`src/sv/lct_pkg.sv`:
```
// ---------------------------------------------------------------------------
// lct_pkg
// Types and constants for the LFU cache table: entry layout, request kinds
// and fixed field widths.
// ---------------------------------------------------------------------------
`default_nettype none

package lct_pkg;

  localparam int KEY_W   = 32;
  localparam int DATA_W  = 32;
  localparam int COUNT_W = 32;
  localparam int STAMP_W = 48;
  localparam int CFG_W   = 5;

  localparam logic KIND_GET = 1'b0;
  localparam logic KIND_PUT = 1'b1;

  localparam logic [DATA_W-1:0]  MISS_VALUE = '1;
  localparam logic [COUNT_W-1:0] COUNT_MAX  = '1;
  localparam logic [COUNT_W-1:0] COUNT_ONE  = COUNT_W'(1);

  typedef struct packed {
    logic [KEY_W-1:0]   key;
    logic [DATA_W-1:0]  data;
    logic [COUNT_W-1:0] count;
    logic [STAMP_W-1:0] stamp;
  } entry_t;

  localparam int ENTRY_W = $bits(entry_t);

endpackage

`default_nettype wire

```
`src/sv/lct_ram.sv`:
```
// ---------------------------------------------------------------------------
// lct_ram
// Simple dual-port RAM: one write port, one read port with registered data.
// ---------------------------------------------------------------------------
`default_nettype none

module lct_ram #(
  parameter int WIDTH = 8,
  parameter int DEPTH = 16,
  localparam int AW = (DEPTH > 1) ? $clog2(DEPTH) : 1
) (
  input  wire logic             clk,
  input  wire logic             we,
  input  wire logic [AW-1:0]    waddr,
  input  wire logic [WIDTH-1:0] wdata,
  input  wire logic [AW-1:0]    raddr,
  output logic      [WIDTH-1:0] rdata
);

  logic [WIDTH-1:0] mem [DEPTH];

  always_ff @(posedge clk) begin
    if (we) begin
      mem[waddr] <= wdata;
    end
    rdata <= mem[raddr];
  end

endmodule

`default_nettype wire

```
`src/sv/lfu_cache_table.sv`:
```
// ---------------------------------------------------------------------------
// lfu_cache_table
// Fully associative key-value store with least-frequently-used replacement,
// ties broken by least recent use. Entries live in one RAM; each request
// scans the filled slots, then writes the touched or new entry back.
//
//   channel  | dir | signals                          | payload
//   ---------+-----+----------------------------------+--------------------------
//   s_*      | in  | s_tvalid s_tready s_tdata s_tuser | request: kind, key, value
//   m_*      | out | m_tvalid m_tready m_tdata m_tuser | result: hit, read_value,
//            |     |                                  | evicted, evicted_key
//   cfg_*    | in  | cfg_valid cfg_ready cfg_data     | capacity_in_use
//
// A request is accepted, then each filled slot is read from the RAM in turn,
// the read pipe is drained and the touched or new entry is written back.
// Filled slots always form a prefix, so the fill count replaces valid bits.
// Reset empties the store, zeroes the access clock and sets capacity to 16.
// A stalled result holds the write-back; the next request is taken only
// after its result register has been loaded.
// ---------------------------------------------------------------------------
`default_nettype none

module lfu_cache_table #(
  parameter int CAPACITY = 16
) (
  input  wire logic        clk,
  input  wire logic        rst,
  input  wire logic        s_tvalid,
  output logic             s_tready,
  input  wire logic [63:0] s_tdata,   // [31:0] key, [63:32] value
  input  wire logic [0:0]  s_tuser,   // [0] kind
  output logic             m_tvalid,
  input  wire logic        m_tready,
  output logic      [63:0] m_tdata,   // [31:0] read_value, [63:32] evicted_key
  output logic      [1:0]  m_tuser,   // [0] hit, [1] evicted
  input  wire logic        cfg_valid,
  output logic             cfg_ready,
  input  wire logic [4:0]  cfg_data
);

  localparam int AW   = (CAPACITY > 1) ? $clog2(CAPACITY) : 1;
  localparam int OW   = $clog2(CAPACITY + 1);
  localparam int CMPW = (OW > lct_pkg::CFG_W) ? OW : lct_pkg::CFG_W;

  localparam logic [1:0] ST_IDLE  = 2'd0;
  localparam logic [1:0] ST_SCAN  = 2'd1;
  localparam logic [1:0] ST_WRITE = 2'd2;

  logic [1:0] state;

  logic [lct_pkg::CFG_W-1:0]   capacity_in_use;
  logic [OW-1:0]               occupancy;
  logic [lct_pkg::STAMP_W-1:0] access_clock;

  logic                        req_kind;
  logic [lct_pkg::KEY_W-1:0]   req_key;
  logic [lct_pkg::DATA_W-1:0]  req_value;

  logic [OW-1:0] scan_idx;
  logic          cmp_valid;
  logic [AW-1:0] cmp_idx;

  logic                         found;
  logic [AW-1:0]                match_idx;
  logic [lct_pkg::DATA_W-1:0]   match_data;
  logic [lct_pkg::COUNT_W-1:0]  match_count;

  logic                         best_set;
  logic [AW-1:0]                best_idx;
  logic [lct_pkg::KEY_W-1:0]    best_key;
  logic [lct_pkg::COUNT_W-1:0]  best_count;
  logic [lct_pkg::STAMP_W-1:0]  best_stamp;

  logic [lct_pkg::ENTRY_W-1:0] ram_rdata;
  lct_pkg::entry_t             rd_entry;
  lct_pkg::entry_t             wr_entry;
  logic                        ram_we;
  logic [AW-1:0]               ram_waddr;

  logic [CMPW-1:0] cap_ext;
  logic [CMPW-1:0] cap_sat;
  logic            cap_zero;
  logic            store_full;
  logic            s_xfer;
  logic            out_free;
  logic            finish;
  logic            better;
  logic            key_eq;

  logic                        res_hit;
  logic [lct_pkg::DATA_W-1:0]  res_value;
  logic                        res_evicted;
  logic [lct_pkg::KEY_W-1:0]   res_evicted_key;
  logic                        occ_inc;
  logic [lct_pkg::COUNT_W-1:0] count_next;

  assign cap_ext    = CMPW'(capacity_in_use);
  assign cap_sat    = (cap_ext > CMPW'(CAPACITY)) ? CMPW'(CAPACITY) : cap_ext;
  assign cap_zero   = (cap_sat == '0);
  assign store_full = (CMPW'(occupancy) >= cap_sat);

  assign s_tready  = (state == ST_IDLE);
  assign cfg_ready = 1'b1;
  assign s_xfer    = s_tvalid && s_tready;
  assign out_free  = !m_tvalid || m_tready;
  assign finish    = (state == ST_WRITE) && out_free;

  assign rd_entry = lct_pkg::entry_t'(ram_rdata);
  assign key_eq   = (rd_entry.key == req_key);
  assign better   = !best_set || (rd_entry.count < best_count) ||
                    ((rd_entry.count == best_count) && (rd_entry.stamp < best_stamp));

  assign count_next = (match_count == lct_pkg::COUNT_MAX) ? match_count
                                                          : match_count + 1'b1;

  lct_ram #(
    .WIDTH (lct_pkg::ENTRY_W),
    .DEPTH (CAPACITY)
  ) u_ram (
    .clk   (clk),
    .we    (ram_we),
    .waddr (ram_waddr),
    .wdata (wr_entry),
    .raddr (scan_idx[AW-1:0]),
    .rdata (ram_rdata)
  );

  always_comb begin
    res_hit         = 1'b0;
    res_value       = '0;
    res_evicted     = 1'b0;
    res_evicted_key = '0;
    occ_inc         = 1'b0;
    ram_we          = 1'b0;
    ram_waddr       = match_idx;
    wr_entry.key    = req_key;
    wr_entry.data   = req_value;
    wr_entry.count  = count_next;
    wr_entry.stamp  = access_clock;
    if (req_kind == lct_pkg::KIND_GET) begin
      res_value = lct_pkg::MISS_VALUE;
      if (!cap_zero && found) begin
        res_hit       = 1'b1;
        res_value     = match_data;
        wr_entry.data = match_data;
        ram_we        = finish;
      end
    end else if (!cap_zero) begin
      if (found) begin
        res_hit = 1'b1;
        ram_we  = finish;
      end else begin
        wr_entry.count = lct_pkg::COUNT_ONE;
        ram_we         = finish;
        if (store_full) begin
          res_evicted     = 1'b1;
          res_evicted_key = best_key;
          ram_waddr       = best_idx;
        end else begin
          ram_waddr = occupancy[AW-1:0];
          occ_inc   = 1'b1;
        end
      end
    end
  end

  always_ff @(posedge clk) begin
    if (rst) begin
      state           <= ST_IDLE;
      capacity_in_use <= lct_pkg::CFG_W'(16);
      occupancy       <= '0;
      access_clock    <= '0;
      m_tvalid        <= 1'b0;
      cmp_valid       <= 1'b0;
      scan_idx        <= '0;
    end else begin
      if (cfg_valid && cfg_ready) begin
        capacity_in_use <= cfg_data;
      end
      if (finish) begin
        m_tvalid <= 1'b1;
      end else if (m_tvalid && m_tready) begin
        m_tvalid <= 1'b0;
      end
      case (state)
        ST_IDLE: begin
          if (s_xfer) begin
            scan_idx  <= '0;
            cmp_valid <= 1'b0;
            state     <= ST_SCAN;
          end
        end
        ST_SCAN: begin
          if (scan_idx != occupancy) begin
            scan_idx  <= scan_idx + 1'b1;
            cmp_valid <= 1'b1;
          end else begin
            cmp_valid <= 1'b0;
            if (!cmp_valid) begin
              state <= ST_WRITE;
            end
          end
        end
        ST_WRITE: begin
          if (out_free) begin
            state <= ST_IDLE;
            if (ram_we) begin
              access_clock <= access_clock + 1'b1;
            end
            if (occ_inc) begin
              occupancy <= occupancy + 1'b1;
            end
          end
        end
        default: begin
          state <= ST_IDLE;
        end
      endcase
    end
  end

  always_ff @(posedge clk) begin
    if (s_xfer) begin
      req_kind  <= s_tuser[0];
      req_key   <= s_tdata[31:0];
      req_value <= s_tdata[63:32];
      found     <= 1'b0;
      best_set  <= 1'b0;
    end
    if (state == ST_SCAN) begin
      cmp_idx <= scan_idx[AW-1:0];
      if (cmp_valid) begin
        if (key_eq && !found) begin
          found       <= 1'b1;
          match_idx   <= cmp_idx;
          match_data  <= rd_entry.data;
          match_count <= rd_entry.count;
        end
        if (better) begin
          best_set   <= 1'b1;
          best_idx   <= cmp_idx;
          best_key   <= rd_entry.key;
          best_count <= rd_entry.count;
          best_stamp <= rd_entry.stamp;
        end
      end
    end
    if (finish) begin
      m_tdata <= {res_evicted_key, res_value};
      m_tuser <= {res_evicted, res_hit};
    end
  end

endmodule

`default_nettype wire

```
`config.mk`:
```
export PLATFORM = sky130hd
export DESIGN_NAME = lfu_cache_table
export DESIGN_NICKNAME = d
export VERILOG_FILES = /design/src/sv/lct_pkg.sv /design/src/sv/lct_ram.sv /design/src/sv/lfu_cache_table.sv
export SDC_FILE = /design/constraint.sdc
export NUM_CORES = 2
export LEC_CHECK = 0
export BUFFER_PORTS_ARGS = -buffer_cell sky130_fd_sc_hd__clkbuf_2
export CAP_MARGIN = 20
export CELL_PAD_IN_SITES_DETAIL_PLACEMENT = 0
export CELL_PAD_IN_SITES_GLOBAL_PLACEMENT = 1
export CORE_UTILIZATION = 60
export DETAILED_ROUTE_END_ITERATION = 8
export PLACE_DENSITY = 0.87
export SLEW_MARGIN = 30
export SYNTH_ARGS = -nofsm -noshare
export SYNTH_HDL_FRONTEND = slang
export SYNTH_SLANG_ARGS = --single-unit
```
`constraint.sdc`:
```
create_clock -name clk -period 24.5 [get_ports clk]
set_input_delay 1.225 -clock clk [delete_from_list [all_inputs] [get_ports clk]]
set_output_delay 1.225 -clock clk [all_outputs]
set_load 0.05 [all_outputs]
```
==> metrics.md <==
| Metric | Value |
|---|---|
| Sequential area share after synthesis | 78.0% |
| Final Wtd Congestion | 0.829 |
| Clock insertion delay at the later pin of the skew report | 0.94 ns |
| Worst-case clock buffer depth | 4 |
| Number of global-route vias before repair | 53.3k |
| Core region area | 176,000 sq um |
| Endpoint of the lowest-slack register-to-register path | u_ram.mem[13][17] |
| CP Class | reg -> reg |
| Part of the cycle the worst path needs | 23.0% |
| Tot GR Track Use | 29.2% |
| First element of the critical path | req_kind |
| Crit-path max cell delay | 0.96 ns |
| Most frequent cell on the critical path | buf_4 |
| Clock tree from TritonCTS | done |
| Floorplan die area | 179,000 sq um |
| Dominant register cell in the synthesized netlist | edfxtp_1 |
| Largest family of logic cells by synthesized area | multiplexers |
| Leakage power summed over all cells | 37.7 nW |
| Number of buffers inserted by port buffering | 142 |
| Cell Area, Synth | 106,000 sq um |
| Worst-case register-to-register setup slack | 18.87 ns |
| Share of the synthesized area in compound gates (AO/OA/AOI/OAI) | 0.879% |
| Vertical die dimension | 423 microns |
| Post-layout min period | 5.63 ns |
| Adder-cell share of the synthesized area | 1.03% |
| Clk network pwr share | 43.6% |
| Cell area after placement | 110,000 sq um |
| Max_slew headroom | 29.0% |
| Worst-case vdd ir drop | 109 uV |
| CP arrival | 6.17 ns |
| Setup Fix Bufs, Post-CTS | 0 |
| Post-route ant nets | 0 |
| Unrepaired setup endpoints after global routing | no |
| Nets in the synthesized netlist | 4,895 |
| Internal power of the cells | 0.00779 W |
| Initial antenna violation count | 7 |
| Mux share of post-synthesis cell area | 15.6% |
| Worst-path maximum fanout | 65 |
| Synthesis Warnings | 0 |
| Number of different library cells in the post-synthesis netlist | 65 |
| Cell with the largest stage delay on the worst path | o221ai_4 |
| Mean cell area of the mapped netlist | 22.5 sq um |
| Ratio of routed vias to standard cells | 6.88 |
| Final sum of negative setup slack | 0 ns |
| First DRT Iteration DRCs | 7,361 |
| Kind of capture point of the worst setup path | register |
| End of the critical path | u_ram.mem[13][17] |
| Max Slew Vio Count | 0 |
| Result of the run | finished, final reports clean |
| Number of nets at the end of the flow | 5,214 |
| CTS H-Tree Depth | 5 |
| Number of remaining DRC errors | 0 |
| Cell count of the worst reg-to-reg path | 8 |
| IO Count | 144 |
| Number of instances in the synthesized netlist | 4,732 |
| Max Clock Skew | 0.0807 ns |
| Share of layout cells above drive strength 1 | 27.2% |
| Power share of the combinational group | 1.5% |
| Number of cells upsized or downsized after cts | 0 |
| Fraction of power consumed by sequential logic | 54.9% |
| Root Buffer | clkbuf_16 |
| Maximum number of pins on one net before global-route repair | 109 |
| Power Density | 81.4 nW/um^2 |
| CTS Buf Count | 288 |
| Type of origin of the critical path | register |
| Simple-gate portion of the synthesized area | 2.32% |
| Sinks on Clock Net | 2,836 |
| Routed WL per cell | 34.0 microns |
| Final std cell area, no fill | 119,000 sq um |
| Synth-to-layout area growth | 12.2% |
| Met3 Track Usage GR | 5.44% |
| Flip-flop and latch count after synthesis | 2,836 |
| Die Span X | 423 microns |
| Global routing met1 resource utilization | 40.3% |
| Final Hold Fails | 0 |
| GRT overflow | 0 |
| Vias post-DR | 52.3k |
| Source of the worst hold timing path | u_ram.rdata[96] |
| Post-detail-place hpwl | 126,000 microns |
| Global-route track usage on met2 | 46.9% |
| Pre-Repair DR Iteration Count | 6 |
| Placed Cells | 7,099 |
| Cell row count | 154 |
| Total net switching power | 0.00193 W |
| Async S/R FF share, synth | 0% |
| Final setup fails | 0 |
| Routed Wire Length | 258,000 microns |
| Most Crowded Layer GR | met2 |
| Hold buffer count at CTS | 0 |
| Data required time of the critical path | 25.05 ns |
| Max-cap check violation count | 0 |
| Worst slew pin tran | 1.06 ns |
| Path class of the lowest-slack min-delay path | reg -> reg |
| Filler instances | 9,997 |
| Launch instance of the worst register-to-register path | req_kind |
| Initial core utilization | 60.4% |
| Wire length of the first global-routing pass | 374,000 microns |
| Xor and xnor area share after synthesis | 0.938% |
| Number of enable-type register cells in the synthesized netlist | 2,623 |
| Clock transition at the register clock pins on the worst setup and hold paths after CTS | 0.07 ns |
| Post-route non-filler standard cell count | 7,595 |
| Ordered cell list for the critical path | buf_4 > inv_1 > a211oi_4 > buf_4 > nand3_1 > o221ai_4 > buf_4 > buf_4 |
| FMAX | 178 MHz |
| Sw Share | 19.9% |
| N_diodes | 0 |
[synth_stat cells, types with 3 or more instances]
cell type | number | share of area, %
edfxtp_1 | 2623 | 74
mux4_2 | 720 | 15
dfxtp_1 | 213 | 4.0
nor2_1 | 167 | 0.59
clkbuf_1 | 130 | 0.46
inv_1 | 104 | 0.37
ha_1 | 88 | 1.0
nand2_1 | 67 | 0.24
xor2_1 | 67 | 0.55
buf_2 | 60 | 0.28
nand3_1 | 48 | 0.23
and3_1 | 47 | 0.28
xnor2_1 | 47 | 0.39
a21oi_1 | 46 | 0.22
nand4_1 | 34 | 0.20
mux2_2 | 33 | 0.35
nor4_1 | 24 | 0.14
o21ai_0 | 23 | 0.11
and4_1 | 19 | 0.16
nor3_1 | 19 | 0.089
o211ai_1 | 16 | 0.11
a21o_1 | 13 | 0.092
buf_1 | 13 | 0.046
nand2b_1 | 11 | 0.065
nor2b_1 | 8 | 0.047
o221ai_1 | 7 | 0.058
or4_1 | 7 | 0.049
a211oi_1 | 6 | 0.042
and2_1 | 6 | 0.035
mux2i_1 | 6 | 0.056
o2111ai_1 | 6 | 0.049
buf_4 | 5 | 0.035
or3_1 | 5 | 0.029
a31oi_1 | 3 | 0.018
or2_2 | 3 | 0.018
[registers in the layout (all words and copies together), names as in the netlist, 2 cells and up]
name	count
access_clock	48
best_count	32
best_idx	4
best_key	32
best_stamp	48
cap_ext	5
cmp_idx	4
m_tdata	64
m_tuser	2
match_count	32
match_data	32
match_idx	4
occupancy	5
req_key	32
req_value	32
scan_idx	5
state	2
u_ram.mem	2304
u_ram.rdata	144
[final cells by class]
cell class	instances	area, sq um	area share, %
sequential	2836	83000	69.5
multi-input combinational	1582	22400	18.7
clock buffer	405	8150	6.82
tap	2340	2930	2.45
timing repair buffer	238	1760	1.47
clock inverter	89	763	0.639
inverter	105	399	0.334
[metal layers]
layer / vias to the layer above / part of all wire [%]
met5: - / 0.0050
met4: 2 / 3.9
met3: 642 / 10
met2: 4007 / 49
met1: 27300 / 36
li1: 20300 / -
[power by group through the flow]
stage | logic, W | clock network (W) | registers [W]
5_1_grt | 0.000156 | 0.00444 | 0.00533
6_report | 0.000149 | 0.00424 | 0.00533
3_5_place_dp | 0.000144 | 0 | 0.00543
2_1_floorplan | 0.0000772 | 0 | 0.00543
3_3_place_gp | 0.000138 | 0 | 0.00543
4_1_cts | 0.000148 | 0.00427 | 0.00533
[worst min-delay path by stage]
stage                                 to  slack, ns  depth (start not counted)
final                     match_data[16]       0.42                          0
after global routing       match_data[4]       0.42                          0
after CTS                    req_key[25]       0.40                          1
after detailed placement   match_data[5]       0.39                          0
after global placement    match_data[11]       0.39                          0
after floorplan            match_data[0]       0.39                          0
[cells in the final DEF (no fill, tap or decap), drive strengths merged, types with 7 or more instances in the layout]
cell,synthesis,final
dfxtp,213,213
a21o,13,13
ha,88,88
and3,47,47
xnor2,47,47
and4,19,19
o21ai,24,24
nor2,167,167
nand2,67,67
mux4,720,720
nand3,49,49
a211oi,7,7
nor3,20,20
xor2,67,67
or4,8,8
nand4,36,36
clkbuf,131,546
a21oi,46,46
nor2b,8,8
buf,78,97
o211ai,16,16
bufinv,0,13
o221ai,7,7
nor4,26,26
nand2b,13,13
inv,105,108
clkinv,0,68
edfxtp,2623,2623
mux2,33,33
[cell families after synthesis]
kind of cell | count (synthesis)
flip-flops | 2836
multiplexers | 759
AND/OR/NAND/NOR | 479
buffers and inverters | 314
AO/OA/AOI/OAI | 141
XOR/XNOR | 114
adder cells (fa/ha/maj) | 88
other | 1
[stage by stage]
stage	total power (W)	util (%)	worst slack, ns	hold slack (ns)
4_1_cts	0.00975	67.7	18.52	0.401
3_5_place_dp	0.00558	62.7	18.30	0.389
5_1_grt	0.00993	67.8	18.71	0.417
6_report	0.00972	67.8	18.87	0.416
2_1_floorplan	0.00551	-	10.50	0.386
3_3_place_gp	0.00557	62.5	18.46	0.389
[worst max-delay path: cells and delay by family, from the launching register on]
| kind | cells | cell delay [ns] |
|---|---|---|
| buffers and inverters | 5 | 2.97 |
| AND/OR/NAND/NOR | 1 | 0.60 |
| flip-flops | 1 | 0.33 |
| AO/OA/AOI/OAI | 2 | 1.18 |
Note: power is estimated with default switching activity, not from simulation.
